==> src/hw/rtl/kra_pkg.sv <==
package kra_pkg;

    localparam int TABLE_DEPTH_DEF = 64;
    localparam int TOP_COUNT_DEF   = 4;
    localparam int KEY_W           = 34;
    localparam int RSSI_W          = 8;
    localparam int SUM_W           = 15;
    localparam int CNT_W           = 7;
    localparam int RANK_W          = 4;
    localparam logic [CNT_W-1:0]  COUNT_MAX = 7'd127;
    localparam logic [RSSI_W-1:0] EMPTY_AVG = 8'hFF;

    typedef enum logic [0:0] {
        OP_REPORT = 1'b0,
        OP_FLUSH  = 1'b1
    } op_t;

    // one table entry as it moves along the chain
    typedef struct packed {
        logic                     valid;
        logic [KEY_W-1:0]         key;
        logic signed [SUM_W-1:0]  sum;
        logic [CNT_W-1:0]         count;
        logic signed [RSSI_W-1:0] avg;
    } entry_t;

    // control broadcast from the sequencer to every cell
    typedef struct packed {
        logic                     shift;
        logic                     report;
        logic                     clear;
        logic [KEY_W-1:0]         key;
        logic signed [RSSI_W-1:0] rssi;
    } cell_ctrl_t;

    // status a cell hands to its right neighbor
    typedef struct packed {
        logic hit;
        logic free_seen;
    } cell_stat_t;

    typedef enum logic [2:0] {
        ST_IDLE,
        ST_WALK,
        ST_DIV,
        ST_SCAN,
        ST_EMIT,
        ST_CLEAR
    } state_t;

endpackage

==> src/hw/rtl/kra_cell.sv <==
module kra_cell
(
    input  logic                clk,
    input  logic                rst_n,
    input  kra_pkg::cell_ctrl_t ctrl,
    input  kra_pkg::entry_t     ent_in,
    input  kra_pkg::cell_stat_t stat_in,
    input  logic                div_load,
    input  logic signed [kra_pkg::RSSI_W-1:0] div_avg,
    output kra_pkg::entry_t     ent_out,
    output kra_pkg::cell_stat_t stat_out
);

    kra_pkg::entry_t ent_reg;
    kra_pkg::entry_t ent_next;
    logic            valid_reg;
    logic            hit;
    logic            claim;

    // match on this cell's key, or first free slot seen along the chain
    assign hit   = valid_reg && ent_reg.key == ctrl.key;
    assign claim = !valid_reg && !stat_in.free_seen && !stat_in.hit;

    assign stat_out.hit       = stat_in.hit || hit;
    assign stat_out.free_seen = stat_in.free_seen || !valid_reg;

    // entry update
    always_comb
    begin
        ent_next = ent_reg;
        ent_next.valid = valid_reg;
        if (ctrl.shift)
        begin
            ent_next = ent_in;
        end
        else if (div_load)
        begin
            ent_next.avg = div_avg;
        end
        else if (ctrl.clear)
        begin
            ent_next.valid = 1'b0;
        end
        else if (ctrl.report && hit && ent_reg.count != kra_pkg::COUNT_MAX)
        begin
            ent_next.count = ent_reg.count + 1'b1;
            ent_next.sum   = ent_reg.sum + kra_pkg::SUM_W'(ctrl.rssi);
        end
        else if (ctrl.report && claim)
        begin
            ent_next.valid = 1'b1;
            ent_next.key   = ctrl.key;
            ent_next.sum   = kra_pkg::SUM_W'(ctrl.rssi);
            ent_next.count = 7'd1;
        end
    end

    always_ff @(posedge clk or negedge rst_n)
    begin
        if (!rst_n)
        begin
            valid_reg <= 1'b0;
        end
        else
        begin
            valid_reg <= ent_next.valid;
        end
    end

    always_ff @(posedge clk)
    begin
        ent_reg <= ent_next;
    end

    always_comb
    begin
        ent_out = ent_reg;
        ent_out.valid = valid_reg;
    end

endmodule

==> config.mk <==
export PLATFORM = sky130hd
export DESIGN_NAME = kra_cell
export DESIGN_NICKNAME = d
export VERILOG_FILES = /design/src/hw/rtl/kra_pkg.sv /design/src/hw/rtl/kra_cell.sv
export SDC_FILE = /design/constraint.sdc
export NUM_CORES = 1
export LEC_CHECK = 0
export BUFFER_PORTS_ARGS = -buffer_cell sky130_fd_sc_hd__buf_2
export CORE_UTILIZATION = 49
export CTS_CLUSTER_DIAMETER = 30
export DETAILED_ROUTE_END_ITERATION = 7
export GPL_TIMING_DRIVEN = 0
export PLACE_DENSITY_LB_ADDON = 0.12
export SLEW_MARGIN = 10
export SYNTH_ARGS = -nofsm -noshare
export SYNTH_HDL_FRONTEND = slang
export SYNTH_SLANG_ARGS = --single-unit
==> constraint.sdc <==
create_clock -name clk -period 4.1 [get_ports clk]
set_input_delay 0.82 -clock clk [delete_from_list [all_inputs] [get_ports clk]]
set_output_delay 0.82 -clock clk [all_outputs]
set_load 0.01 [all_outputs]
==> flow_summary.yaml <==
setup_path:
  start_kind: "primary input"
  ff2ff_setup_slack_ns: 0.98
  path_delay_family: "simple AND/OR/NAND/NOR gates"
  arrival_ns: 3.22
  cp_slowest_cell: "nand2_1"
  crit_type: "in2reg"
  cp.required_ns: 4.07
  worstPathMaxFanout: 22
  cp-end-kind: "flip-flop"
  path_buf_inv: 2
  slowest_delay_ns: 0.79
  cp_cell_sequence: "buf_2 > and2b_1 > nor4_1 > and4_1 > nand4_2 > nor2_4 > buf_6 > o21ai_0 > nand2_1"
synthesis:
  synth_top_family_by_area: "simple AND/OR/NAND/NOR gates"
  synth_area_sq_um: 4170
  synth_compound_area_share_pct: 8.35
  synthXorXnorAreaFrac_pct: 9.04
  synth.distinct_cells: 52
  synth_mux_area_share_pct: 13.8
  synthSimpleGateAreaFrac_pct: 15.2
  synth_fp_nets: 497
  yosys.area_share.adder_pct: 4.98
  synth.avg_cell_area_sq_um: 11.6
  synthCells: 358
  async_flop_share_pct: 1.54
  ys_ff_latch: 65
  synth_edf_count: 64
  ys_warn_count: 0
  synthFlopType: "edfxtp_1"
  synth_seq_area_share_pct: 46.7
floorplan:
  initial_core_util_pct: 50.7
  die_w_microns: 94.2
  ios: 190
  core-area_sq_um: 8220
  dieArea_sq_um: 8880
  die_h_microns: 94.2
  row_count: 33
worst_hold_path:
  min_path_type: "in2async"
power:
  clock_power_share_pct: 35.5
  p_sw_w: 0.000519
  p_leak_nw: 2.34
  switching_share_pct: 27.1
  p_int_w: 0.00140
  combPwrFrac_pct: 21.5
  peakVddDrop_uv: 211
  p_per_area_nw_per_um2: 349
  p_seq_share_pct: 43.0
clock_network:
  numCtsBuffers: 9
  htree_num_levels: 3
  cts.sinks: 65
  hold_buffers: 0
  cts_tree: "done"
  clkTransAtPathRegs_ns: 0.07
  clk_latency_ns: 0.36
  cts-root-buf: "clkbuf_8"
  cts_setup_buffers: 0
  cts_resized: 0
  cts_buffer_depth: 2
placement:
  numPortBuffers: 189
  dp_hpwl_mm: 8.37
  gp_congestion: 0.932
  placed_cell_area_sq_um: 5250
drt:
  wl_per_cell_microns: 16.3
  dr.pass1.iters: 4
  via_count: 3589
  ant_nets: 0
  vias_per_cell: 5.37
  wl_mm: 10.9
  drc: 0
  first_iter_violations: 120
status:
  status: "finished, final reports clean"
final_layout:
  areaGrowthSynthToFinish_pct: 31.7
  antenna_cells: 0
  fillers: 670
  fin_util_pct: 66.8
  design_area_sq_um: 5490
  largest_reg_flops: 64
  drive_gt1_share_pct: 47.2
  num-nets-final: 697
sta:
  slew_headroom_pct: 30.7
  fmax_mhz: 308
  rsz0062_at_grt: "false"
  fin_crit_ns: 3.25
  fin_skew_ns: 0.0121
  tightest_slew_ns: 1.04
  drv_slew: 0
  fin_tns_setup_ns: 0
  hold_slack_ns: 0.231
  period_share_pct: 79.3
  setup_viol: 0
  final-hold-violation-count: 0
run:
  drv_cap: 0
global_route:
  grt_pass1_vias: 3550
  grt_first_pass_wirelength_mm: 17.0
  grt_usage_pct: 25.5
  overflow: 0
  antenna_found_initial: 0
  grt_max_degree: 35
layout make-up:
type | count | area, sq um | area share [%]
clock inverters | 7 | 119 | 2.17
multi-input cells | 275 | 2140 | 39.0
flip-flops and latches | 65 | 1950 | 35.5
clock buffers | 9 | 124 | 2.26
inverters | 6 | 22.5 | 0.410
plain buffers | 12 | 58.8 | 1.07
well taps | 105 | 131 | 2.39
repair buffers | 189 | 946 | 17.2
metrics by stage:
stage	total power (W)	std cells	setup WS [ns]
detailed placement	0.00125	652	0.476
global placement	0.00124	652	0.512
finish	0.00192	668	0.850
floorplan	0.00108	358	1.19
CTS	0.00192	668	0.845
global route	0.00200	668	0.660
power groups by stage:
stage	Combinational (W)	Sequential (W)	Clock [W]
2_1_floorplan	0.000225	0.000859	0
3_3_place_gp	0.000402	0.000836	0
3_5_place_dp	0.000412	0.000838	0
4_1_cts	0.000414	0.000824	0.000687
5_1_grt	0.000456	0.000830	0.000717
6_report	0.000412	0.000823	0.000681
cell usage in the layout, fill, tap and decap left out, drive strengths merged, types with 3 or more instances in the layout:
master / instances
mux2: 43
o31ai: 4
a211oi: 3
a21o: 3
o21ai: 21
nand4: 10
xor2: 8
bufinv: 3
mux2i: 9
nor2b: 10
nor3: 7
o22a: 3
nand3: 7
xnor2: 35
clkbuf: 12
nor4: 6
ha: 15
nand2: 32
nor2: 14
nand2b: 3
inv: 5
a21oi: 16
clkinv: 4
buf: 198
edfxtp: 64
and3: 3
and2b: 6
Yosys cell counts, types with 7 or more instances:
| cell | count | area [sq um] |
|---|---|---|
| o21ai_0 | 13 | 65.1 |
| o21ai_1 | 8 | 40.0 |
| nand2_1 | 32 | 120 |
| ha_1 | 15 | 188 |
| nor2b_1 | 8 | 50.1 |
| xnor2_1 | 35 | 307 |
| nand4_1 | 9 | 56.3 |
| xor2_1 | 8 | 70.1 |
| mux2_2 | 43 | 484 |
| a21oi_1 | 16 | 80.1 |
| mux2i_1 | 9 | 90.1 |
| nor2_1 | 13 | 48.8 |
| nand3_1 | 7 | 35.0 |
| edfxtp_1 | 64 | 1920 |
worst paths after layout:
kind | from | end | depth (start not counted)
min in group clk | ent_out[8] | ent_out[8] | 1
max in group asynchronous | rst_n | valid_reg | 1
worst max-delay path | ctrl[34] | ent_out[20] | 9
worst min-delay path | rst_n | valid_reg | 1
worst max register to register | ent_out[8] | ent_out[20] | 9
worst min register to register | ent_out[8] | ent_out[8] | 1
routing by layer:
layer	wire length [microns]	share of wire [%]	up-vias	global-route usage (%)
li1	-	-	1750	-
met5	0	0	-	0
met1	4240	39	1674	28.7
met2	5570	51	147	44.9
met3	873	8.0	18	6.96
met4	219	2.0	0	11.2
logic make-up (layout without fill, tap and decap cells):
group	count (synthesis)	in the layout
adders and majority gates	16	16
xor gates and xnor gates	43	43
buffers and inverters	18	223
AOI/OAI and AO/OA	58	58
DFF	65	65
and+or+nand+nor	106	106
muxes	52	52
Power figures use the tool's default switching activity.
