<file path="src/hw/rtl/kra_pkg.sv">
package kra_pkg;

    localparam int TABLE_DEPTH_DEF = 64;
    localparam int TOP_COUNT_DEF   = 4;
    localparam int KEY_W           = 34;
    localparam int RSSI_W          = 8;
    localparam int SUM_W           = 15;
    localparam int CNT_W           = 7;
    localparam int RANK_W          = 4;
    localparam logic [CNT_W-1:0]  COUNT_MAX = 7'd127;
    localparam logic [RSSI_W-1:0] EMPTY_AVG = 8'hFF;

    typedef enum logic [0:0] {
        OP_REPORT = 1'b0,
        OP_FLUSH  = 1'b1
    } op_t;

    // one table entry as it moves along the chain
    typedef struct packed {
        logic                     valid;
        logic [KEY_W-1:0]         key;
        logic signed [SUM_W-1:0]  sum;
        logic [CNT_W-1:0]         count;
        logic signed [RSSI_W-1:0] avg;
    } entry_t;

    // control broadcast from the sequencer to every cell
    typedef struct packed {
        logic                     shift;
        logic                     report;
        logic                     clear;
        logic [KEY_W-1:0]         key;
        logic signed [RSSI_W-1:0] rssi;
    } cell_ctrl_t;

    // status a cell hands to its right neighbor
    typedef struct packed {
        logic hit;
        logic free_seen;
    } cell_stat_t;

    typedef enum logic [2:0] {
        ST_IDLE,
        ST_WALK,
        ST_DIV,
        ST_SCAN,
        ST_EMIT,
        ST_CLEAR
    } state_t;

endpackage

</file>
<file path="src/hw/rtl/kra_div.sv">
module kra_div
(
    input  logic                              clk,
    input  logic                              rst_n,
    input  logic                              start,
    input  logic signed [kra_pkg::SUM_W-1:0]  sum,
    input  logic [kra_pkg::CNT_W-1:0]         count,
    output logic                              done,
    output logic signed [kra_pkg::RSSI_W-1:0] quot
);

    localparam int SW = kra_pkg::SUM_W;
    localparam int CW = kra_pkg::CNT_W;
    localparam int NW = $clog2(SW + 1);

    logic [SW-1:0] num_reg, num_next;
    logic [CW:0]   rem_reg, rem_next;
    logic [CW-1:0] den_reg;
    logic          neg_reg;
    logic [NW-1:0] cnt_reg, cnt_next;
    logic          busy_reg, busy_next;
    logic [CW:0]   trial;
    logic [SW-1:0] mag;
    logic [SW-1:0] q_signed;

    assign mag   = sum[SW-1] ? SW'(-sum) : sum;
    assign trial = {rem_reg[CW-1:0], num_reg[SW-1]};

    // restoring division, one quotient bit per cycle
    always_comb
    begin
        num_next  = num_reg;
        rem_next  = rem_reg;
        cnt_next  = cnt_reg;
        busy_next = busy_reg;
        if (start)
        begin
            num_next  = mag;
            rem_next  = '0;
            cnt_next  = NW'(SW);
            busy_next = 1'b1;
        end
        else if (busy_reg)
        begin
            if (trial >= {1'b0, den_reg})
            begin
                rem_next = trial - {1'b0, den_reg};
                num_next = {num_reg[SW-2:0], 1'b1};
            end
            else
            begin
                rem_next = trial;
                num_next = {num_reg[SW-2:0], 1'b0};
            end
            cnt_next = cnt_reg - 1'b1;
            if (cnt_reg == NW'(1))
            begin
                busy_next = 1'b0;
            end
        end
    end

    always_ff @(posedge clk or negedge rst_n)
    begin
        if (!rst_n)
        begin
            busy_reg <= 1'b0;
            cnt_reg  <= '0;
        end
        else
        begin
            busy_reg <= busy_next;
            cnt_reg  <= cnt_next;
        end
    end

    always_ff @(posedge clk)
    begin
        num_reg <= num_next;
        rem_reg <= rem_next;
        if (start)
        begin
            den_reg <= (count == '0) ? CW'(1) : count;
            neg_reg <= sum[SW-1];
        end
    end

    assign done     = busy_reg && cnt_reg == NW'(1);
    assign q_signed = neg_reg ? SW'(-num_next) : num_next;
    assign quot     = q_signed[kra_pkg::RSSI_W-1:0];

endmodule

</file>
<file path="config.mk">
export PLATFORM = sky130hd
export DESIGN_NAME = kra_div
export DESIGN_NICKNAME = d
export VERILOG_FILES = /design/src/hw/rtl/kra_pkg.sv /design/src/hw/rtl/kra_div.sv
export SDC_FILE = /design/constraint.sdc
export NUM_CORES = 1
export LEC_CHECK = 0
export BUFFER_PORTS_ARGS = -buffer_cell sky130_fd_sc_hd__buf_2
export CAP_MARGIN = 15
export CORE_UTILIZATION = 55
export CTS_CLUSTER_SIZE = 10
export DETAILED_ROUTE_END_ITERATION = 7
export PLACE_DENSITY = 0.76
export SYNTH_ARGS = -nofsm -noshare
export SYNTH_HDL_FRONTEND = slang
export SYNTH_SLANG_ARGS = --single-unit
</file>
<file path="constraint.sdc">
create_clock -name clk -period 8.6 [get_ports clk]
set_clock_uncertainty 0.15 [all_clocks]
set_input_delay 2.15 -clock clk [delete_from_list [all_inputs] [get_ports clk]]
set_output_delay 2.15 -clock clk [all_outputs]
set_load 0.01 [all_outputs]
</file>
==> impl_metrics.yaml, run 1 <==
run_status:
  status: "finished, final reports clean"
min_path:
  min_from: "rem_reg[3]"
  hold_path.class: "reg -> reg"
  hold_depth: 2
sta:
  grt_setup_unrepaired: "no"
  fin_setup_tns_ns: 0
  fin_crit_ns: 6.64
  relSlewSlack: 0.340
  setup_viol: 0
  worstMarginPinSlew_ns: 0.984
  fmax_mhz: 151
  min_period_over_period: 0.772
  hold_viol_final: 0
  drv_slew: 0
die:
  fp.coreArea_sq_um: 3770
  die_w_um: 65.7
  num_rows: 22
  die_h_um: 65.7
  io_pins: 34
  dieArea_sq_um: 4320
  initial_utilization: 0.592
logic_synthesis:
  ys_seq_area_frac: 0.392
  syn-instance-count: 250
  synth_nets: 287
  synthArstFlopShare: 0.143
  syn_avg_cell_area_sq_um: 8.93
  ys_types: 52
  yosysTopAreaCellShare: 0.202
  yosys_warnings: 0
  synth-edff-count: 15
  synth_ff_type: "edfxtp_1"
  ys_ff_latch: 35
  netlist_area_sq_um: 2230
  synthTopCellsByArea: "edfxtp_1 20%, dfxtp_1 13%, ha_1 6.2%, dfrtp_1 5.6%, xor2_1 4.7%"
  synth_top_area_cell: "edfxtp_1"
worst_setup_path:
  crit_path_start: "start"
  cp.arrival_ns: 4.34
  worst_setup_path_start_kind: "input port"
  reg2reg_from: "num_reg[14]"
  critical-path-top-delay-family: "buffers and inverters"
  path_depth: 11
  crit_required_ns: 6.30
  cp_slowest_cell: "buf_2"
  cp_max_fo: 30
  slowest_delay_ns: 0.44
  rr_worst_depth: 9
  crit_path_end_kind: "output pin"
  worstPathCellList: "buf_2 > nor2_1 > inv_1 > o22ai_1 > a31o_2 > ha_1 > inv_1 > nor3_1 > a21oi_1 > xor2_1 > buf_2"
  crit_type: "in -> out"
  critPathBufInv: 4
cts:
  clk_path_buf_depth: 2
  clkSinkCount: 35
  clkLatencyLatePin_ns: 0.29
  h-tree-depth: 2
  tritoncts: "yes"
  hold_buffers: 0
  path_clk_slew_ns: 0.07
  post_cts_buffers: 0
  numCtsBuffers: 5
  root_buffer: "clkbuf_8"
  cts_resized: 0
drt:
  ant_nets: 0
  drc: 0
  wl_per_cell_um: 14.4
  num_vias: 1880
  wl_mm: 4.65
  firstDrtPassIters: 4
  drt_iter0_drc: 97
  routed_via_density: 5.82
global_route:
  grt_max_degree: 31
  grt_usage: 0.235
  gr-total-overflow: 0
  antenna_found_initial: 0
  grt_first_pass_wirelength_mm: 7.76
  grt_pass1_vias: 1707
placed_design:
  io_buffers: 33
  dp.cells: 315
  place_congestion: 0.795
  dp_hpwl_mm: 3.42
layout:
  area_growth_pct: 12.2
  mostFrequentLayoutCells: "33 x buf_2, 24 x nand2_1, 21 x inv_1"
  diodes: 0
  drive_above_1_share: 0.189
  nets: 311
  fin_cells: 323
  largest_register_ffs: 15
  final_common_cell: "buf_2"
power:
  p_per_area_nw_per_um2: 236
  peakVddDrop_uv: 141
  power.leakage_nw: 1.08
  p_total_w: 0.000592
run:
  maxCapViolations: 0
## synth_stat cells (all sizes together) (3+ instances only)
cell type,count
inv,21
nor2b,5
clkbuf,9
xor2,12
xnor2,6
dfrtp,5
nand4,3
o21a,3
nor2,15
nor3,8
edfxtp,15
a211oi,5
o21ai,20
or4,3
mux2,4
mux2i,3
buf,7
nand3,6
o22ai,3
a21oi,11
nand2,24
o41ai,3
ha,11
nand2b,5
dfxtp,15
o31ai,3
## worst paths after layout
| path | to | slack (ns) |
|---|---|---|
| setup / recovery | quot[6] | 1.96 |
| hold / removal | rem_reg[3] | 0.35 |
| setup reg to reg | rem_reg[5] | 5.74 |
| hold reg to reg | rem_reg[3] | 0.35 |
| max in group asynchronous | cnt_reg[0] | 6.66 |
| min in group asynchronous | busy_reg | 1.51 |
## logic make-up (layout without fill, tap and decap cells)
| family | Yosys count | in the layout | synth area share |
|---|---|---|---|
| adders and majority gates | 12 | 12 | 0.0706 |
| buffers and inverters | 37 | 62 | 0.0650 |
| xor gates and xnor gates | 18 | 18 | 0.0706 |
| and+or+nand+nor | 79 | 79 | 0.185 |
| AOI/OAI and AO/OA | 62 | 62 | 0.183 |
| DFF | 35 | 35 | 0.392 |
| muxes | 7 | 7 | 0.0336 |
## final cells by class
class	count	area (sq um)
clock inverters	3	43.8
repair buffers	33	165
well taps	48	60.1
fillers	306	1270
flip-flops and latches	35	876
clock buffers	5	68.8
multi-input cells	178	1210
inverters	21	78.8
## worst register-to-register path, cell delays in order (launching register included)
cell	delay, ns
edfxtp_1	0.41
inv_1	0.07
ha_1	0.23
fa_1	0.41
nand2b_1	0.18
a21oi_1	0.17
o21ai_1	0.23
and2_1	0.33
or4_1	0.55
nand3_1	0.09
## through the flow
stage | utilization | hold WS (ns) | setup WS, ns | area (sq um)
2_1_floorplan | - | 0.303 | 2.49 | 2230
3_3_place_gp | 0.634 | 0.331 | 2.09 | 2390
3_5_place_dp | 0.634 | 0.337 | 1.97 | 2390
4_1_cts | 0.664 | 0.348 | 1.95 | 2500
5_1_grt | 0.664 | 0.367 | 1.77 | 2500
6_report | 0.664 | 0.346 | 1.96 | 2500
## power breakdown
part	switching (W)	leakage, nW	internal, W
clock	0.0000604	0.0581	0.0000862
combinational	0.000126	0.696	0.0000941
sequential	0.0000212	0.328	0.000204
total	0.000208	1.08	0.000385
## metal layers
| layer | track usage | vias to the layer above | part of all wire |
|---|---|---|---|
| li1 | - | 933 | - |
| met3 | 0.0399 | 9 | 0.054 |
| met2 | 0.369 | 53 | 0.48 |
| met4 | 0.109 | 0 | 0.020 |
| met1 | 0.314 | 885 | 0.45 |
| met5 | 0 | - | 0 |
Power figures use the tool's default switching activity.
==> run 2, diff against run 1 <==
==> constraint.sdc (replaced) <==
create_clock -name clk -period 6.17 [get_ports clk]
set_clock_uncertainty 0.15 [all_clocks]
set_input_delay 1.5425 -clock clk [delete_from_list [all_inputs] [get_ports clk]]
set_output_delay 1.5425 -clock clk [all_outputs]
set_load 0.01 [all_outputs]
==> run 2 against run 1 <==
Sequential cell count is the same. Sequential power grew 39%. Sequential share of layout area is essentially flat. Die area is the same. Cell count grew 0.93%. Final area is essentially flat. Critical endpoint unchanged. Clock power grew 18%. Highest routed layer unchanged. Non-clock buffer count grew 3. Global-route usage shrank 0.36 points. Clock-buffer cell count is the same. Register-to-register slack lost 2.4 ns.
==> impl_metrics.yaml, run 2 (synthesis gave the netlist of run 1 again) <==
sta:
  grt_setup_unrepaired: "no"
  setup_viol: 0
  fmax_mhz: 192
  relSlewSlack: 0.372
  min_period_over_period: 0.846
  worst_slack_ns: 0.949
  drv_slew: 0
  fin_crit_ns: 5.22
  hold_viol_final: 0
  fin_setup_tns_ns: 0
  worst_hold_slack_ns: 0.337
  worstMarginPinSlew_ns: 0.936
placed_design:
  io_buffers: 33
  preCtsSetupSlack_ns: 0.968
  place_congestion: 0.894
  place_area_sq_um: 2410
  dp_hpwl_mm: 3.30
layout:
  diodes: 0
  nFillCells: 303
  design_area_sq_um: 2510
  mostFrequentLayoutCells: "33 x buf_2, 24 x nand2_1, 21 x inv_1"
  nets: 314
  area_growth_pct: 12.3
  final_common_cell: "buf_2"
  drive_above_1_share: 0.198
  largest_register_ffs: 15
power:
  p_per_area_nw_per_um2: 315
  internal_power_w: 0.000497
  switching_power_w: 0.000294
  swShare: 0.372
  pwr-share-seq: 0.396
  peakVddDrop_uv: 212
  p_total_w: 0.000790
  p_comb_frac: 0.384
  power.leakage_nw: 1.08
  p_clk_frac: 0.220
die:
  die_w_um: 65.7
  initial_utilization: 0.592
  die_h_um: 65.7
  fp.coreArea_sq_um: 3770
  io_pins: 34
  num_rows: 22
  dieArea_sq_um: 4320
worst_setup_path:
  crit_type: "in -> out"
  cp.arrival_ns: 3.53
  rr_worst_depth: 9
  cp_max_fo: 8
  worst_setup_path_start_kind: "input port"
  crit_path_end_kind: "output pin"
  crit_required_ns: 4.48
global_route:
  grt_first_pass_wirelength_mm: 7.58
  grt_max_degree: 29
  grt_pass1_vias: 1728
  antenna_found_initial: 0
  grt_usage: 0.232
  gr-total-overflow: 0
cts:
  path_clk_slew_ns: 0.08
  tritoncts: "yes"
  clk_path_buf_depth: 2
  post_cts_buffers: 0
  clkSinkCount: 35
  cts_resized: 0
  root_buffer: "clkbuf_8"
  clkLatencyLatePin_ns: 0.29
  h-tree-depth: 2
  hold_buffers: 0
  numCtsBuffers: 5
drt:
  wl_mm: 4.52
  wl_per_cell_um: 13.9
  ant_nets: 0
  firstDrtPassIters: 4
  num_vias: 1861
  drt_iter0_drc: 71
  routed_via_density: 5.71
  drc: 0
run:
  maxCapViolations: 0
run_status:
  status: "finished, final reports clean"
min_path:
  hold_depth: 2
  hold_path.class: "reg -> reg"
[run 2: changes by cell type in the layout (fill, tap and decap cells not counted), sizes merged]
cell      previous run  this run
clkinvlp             0         2
inv                 21        22
buf                 33        36
clkinv               2         0
bufinv               1         0
[run 2: power groups by stage]
stage / sequential, W / clock (W) / combinational, W
after floorplan: 0.000308 / 0 / 0.000236
after global placement: 0.000316 / 0 / 0.000298
after detailed placement: 0.000317 / 0 / 0.000302
after CTS: 0.000312 / 0.000176 / 0.000303
after global routing: 0.000318 / 0.000185 / 0.000341
final: 0.000313 / 0.000174 / 0.000304
[run 2: worst paths after layout]
kind | start | to | slack [ns]
max in group asynchronous | rst_n | cnt_reg[2] | 4.84
worst max register to register | num_reg[14] | rem_reg[5] | 3.37
worst min-delay path | rem_reg[2] | rem_reg[2] | 0.34
worst min register to register | rem_reg[2] | rem_reg[2] | 0.34
min in group asynchronous | rst_n | busy_reg | 0.90
worst max-delay path | start | quot[6] | 0.95
[run 2: critical path, stage by stage]
cell and delay (ns):
buf_2 0.13, nor2_1 0.28, inv_1 0.26, o22ai_1 0.23
a31o_2 0.21, ha_1 0.17, inv_1 0.05, nor3_1 0.24
a21oi_1 0.11, xor2_1 0.15, buf_2 0.16
[run 2: per-stage QoR]
stage          instances   util
6_report             326  0.665
3_5_place_dp         318  0.640
2_1_floorplan        250      -
4_1_cts              326  0.665
3_3_place_gp         318  0.640
5_1_grt              326  0.665
[run 2: layer usage]
layer,GRT usage,vias to the layer above,share of wire,routed length (um)
li1,-,940,-,-
met1,0.302,859,0.47,2130
met3,0.0469,6,0.049,221
met2,0.369,56,0.47,2110
met5,0,-,0,0
met4,0.101,0,0.013,61
[run 2: cell type report]
class / instances / area (sq um) / area share
repair buffers: 36 / 188 / 0.0749
well taps: 48 / 60.1 / 0.0240
inverters: 21 / 78.8 / 0.0314
clock buffers: 5 / 68.8 / 0.0274
clock inverters: 3 / 23.8 / 0.00948
flip-flops and latches: 35 / 876 / 0.349
multi-input cells: 178 / 1210 / 0.484
==> run 3, diff against run 2 <==
--- a/config.mk
+++ b/config.mk
@@ -5,12 +5,13 @@
 export SDC_FILE = /design/constraint.sdc
 export NUM_CORES = 1
 export LEC_CHECK = 0
+export ABC_AREA = 1
 export BUFFER_PORTS_ARGS = -buffer_cell sky130_fd_sc_hd__buf_2
 export CAP_MARGIN = 15
 export CORE_UTILIZATION = 55
 export CTS_CLUSTER_SIZE = 10
 export DETAILED_ROUTE_END_ITERATION = 7
-export PLACE_DENSITY = 0.76
+export PLACE_DENSITY = 0.75
 export SYNTH_ARGS = -nofsm -noshare
 export SYNTH_HDL_FRONTEND = slang
 export SYNTH_SLANG_ARGS = --single-unit
==> constraint.sdc (replaced) <==
create_clock -name clk -period 4.9 [get_ports clk]
set_clock_uncertainty 0.15 [all_clocks]
set_input_delay 1.225 -clock clk [delete_from_list [all_inputs] [get_ports clk]]
set_output_delay 1.225 -clock clk [all_outputs]
set_load 0.01 [all_outputs]
==> run 3 against run 2 <==
Final area increased by 1.1%. Clock-buffer cell count increased by 1. Area after synthesis grew 2.6%. Cell count rose by 19%. Combinational power up 8.6%. Routed wire length rose by 3.8%. Critical path depth unchanged. Largest power group unchanged.
==> impl_metrics.yaml, run 3 <==
global_route:
  grt_pass1_vias: 1745
  grt_max_degree: 23
  grt_usage: 0.228
  antenna_found_initial: 0
  grt_first_pass_wirelength_mm: 7.62
  gr-total-overflow: 0
die:
  num_rows: 23
  initial_utilization: 0.573
  die_h_um: 66.5
  io_pins: 34
  dieArea_sq_um: 4430
  die_w_um: 66.5
  fp.coreArea_sq_um: 4000
layout:
  area_growth_pct: 10.6
  diodes: 0
  mostFrequentLayoutCells: "76 x nand2_1, 41 x inv_1, 33 x buf_2"
  drive_above_1_share: 0.165
  final_util: 0.634
  largest_register_ffs: 15
  final_common_cell: "nand2_1"
  nFillCells: 364
  fin_cells: 389
  nets: 375
sta:
  fin_crit_ns: 4.26
  fin_setup_tns_ns: 0
  setup_viol: 0
  drv_slew: 0
  relSlewSlack: 0.636
  fmax_mhz: 235
  grt_setup_unrepaired: "no"
  worst_hold_slack_ns: 0.322
  worstMarginPinSlew_ns: 0.545
  hold_viol_final: 0
  min_period_over_period: 0.869
logic_synthesis:
  yosys_warnings: 0
  synthArstFlopShare: 0.143
  synth-edff-count: 15
  synth_top_area_cell: "edfxtp_1"
  netlist_area_sq_um: 2290
  synthTopCellsByArea: "edfxtp_1 20%, dfxtp_1 13%, nand2_1 12%, inv_1 6.7%, ha_1 6.0%"
  synth_most_common_cell: "nand2_1"
  ys_ff_latch: 35
  synth_nets: 348
  synth_commonest_cells: "76 x nand2_1, 41 x inv_1, 26 x nor2_1, 23 x nand3_1, 23 x o21ai_0"
  yosysTopAreaCellShare: 0.197
  synth_ff_type: "edfxtp_1"
  ys_seq_area_frac: 0.382
  syn_avg_cell_area_sq_um: 7.37
  syn-instance-count: 311
  ys_types: 39
drt:
  wl_per_cell_um: 12.1
  routed_via_density: 5.20
  num_vias: 2024
  drc: 0
  wl_mm: 4.70
  firstDrtPassIters: 4
  ant_nets: 0
  drt_iter0_drc: 124
worst_setup_path:
  cp.arrival_ns: 2.88
  worst_setup_path_start_kind: "input port"
  crit_type: "in -> out"
  crit_path_start: "start"
  worstPathCellList: "buf_2 > nor2_2 > inv_2 > o22ai_1 > nor2_1 > nor2_1 > nand3_1 > nand2_1 > nand2_1 > nand2_1 > buf_2"
  cp_max_fo: 13
  cpMostUsedCell: "nand2_1"
  critical-path-top-delay-family: "simple AND/OR/NAND/NOR gates"
  crit_required_ns: 3.52
  slowest_delay_ns: 0.44
  cp_slowest_cell: "nor2_2"
  reg2reg_from: "num_reg[14]"
  crit_path_end_kind: "output pin"
  critPathBufInv: 3
cts:
  root_buffer: "clkbuf_8"
  numCtsBuffers: 5
  tritoncts: "yes"
  cts_resized: 0
  h-tree-depth: 2
  clkLatencyLatePin_ns: 0.29
  hold_buffers: 0
  clk_path_buf_depth: 2
  clkSinkCount: 35
  path_clk_slew_ns: 0.07
  post_cts_buffers: 0
placed_design:
  place_congestion: 0.798
  io_buffers: 33
  dp.cells: 381
  dp_hpwl_mm: 3.59
run_status:
  status: "finished, final reports clean"
power:
  p_per_area_nw_per_um2: 360
  swShare: 0.363
  p_comb_frac: 0.361
  power.leakage_nw: 1.25
  peakVddDrop_uv: 265
  p_clk_frac: 0.224
  switching_power_w: 0.000331
  pwr-share-seq: 0.415
  internal_power_w: 0.000582
min_path:
  min_from: "rem_reg[5]"
  hold_path.class: "reg -> reg"
run:
  maxCapViolations: 0
[run 3: cell types whose count changed after synthesis, moves of 5 or more]
| cell | previous run | this run |
|---|---|---|
| nand2_1 | 24 | 76 |
| inv_1 | 21 | 41 |
| nand3_1 | 6 | 23 |
| nor2_1 | 14 | 26 |
| xor2_1 | 12 | 2 |
| a211oi_1 | 5 | 0 |
| nand2b_1 | 5 | 0 |
| nor2b_1 | 5 | 0 |
[run 3: through the flow]
step                power [W]  cell area, sq um  setup slack [ns]
CTS                  0.000915              2530             0.641
global route         0.000979              2530             0.395
floorplan            0.000631              2290              1.08
finish               0.000913              2530             0.643
global placement     0.000705              2450             0.665
detailed placement   0.000710              2450             0.647
[run 3: area by class of cell]
| cell class | count | area, sq um | share of cell area |
|---|---|---|---|
| multi-input combinational | 216 | 1160 | 0.459 |
| timing repair buffer | 34 | 173 | 0.0681 |
| clock inverter | 2 | 12.5 | 0.00494 |
| sequential | 35 | 876 | 0.346 |
| tap | 50 | 62.6 | 0.0247 |
| inverter | 46 | 175 | 0.0691 |
| clock buffer | 6 | 72.6 | 0.0286 |
[run 3: power by group through the flow]
stage / Clock, W / Sequential, W / Combinational (W)
CTS: 0.000207 / 0.000379 / 0.000329
detailed placement: 0 / 0.000385 / 0.000325
finish: 0.000205 / 0.000379 / 0.000330
global placement: 0 / 0.000384 / 0.000321
floorplan: 0 / 0.000375 / 0.000256
global route: 0.000221 / 0.000384 / 0.000374
[run 3: logic make-up (layout without fill, tap and decap cells)]
kind of cell / count (synthesis) / after routing / synth area share
and+or+nand+nor: 138 / 138 / 0.256
buffers and inverters: 60 / 88 / 0.110
adders and majority gates: 12 / 12 / 0.0688
AOI/OAI and AO/OA: 59 / 59 / 0.157
xor gates and xnor gates: 7 / 7 / 0.0268
DFF: 35 / 35 / 0.382
[run 3: worst register-to-register path, stage by stage, from the launching register on]
cell and delay, ns:
edfxtp_1 0.38, inv_1 0.05, ha_1 0.22, fa_1 0.40, inv_1 0.07, nand3_1 0.08
nand3_1 0.10, nand2_1 0.08, nand2_2 0.17, inv_1 0.13, nand2_1 0.07, o21ai_0 0.10
a22o_1 0.19
[run 3: per-layer routing]
metal / vias to the layer above / share of wire / GRT usage
li1: 1067 / - / -
met1: 922 / 0.50 / 0.305
met2: 31 / 0.46 / 0.366
met3: 4 / 0.032 / 0.0565
met4: 0 / 0.0072 / 0.0559
met5: - / 0 / 0
[run 3: worst paths after layout]
path	endpoint	cells after the start	slack, ns
worst max-delay path	quot[7]	11	0.64
worst min-delay path	rem_reg[5]	2	0.32
worst max register to register	rem_reg[1]	12	2.61
worst min register to register	rem_reg[5]	2	0.32
max in group asynchronous	cnt_reg[3]	1	3.85
min in group asynchronous	cnt_reg[2]	1	0.59
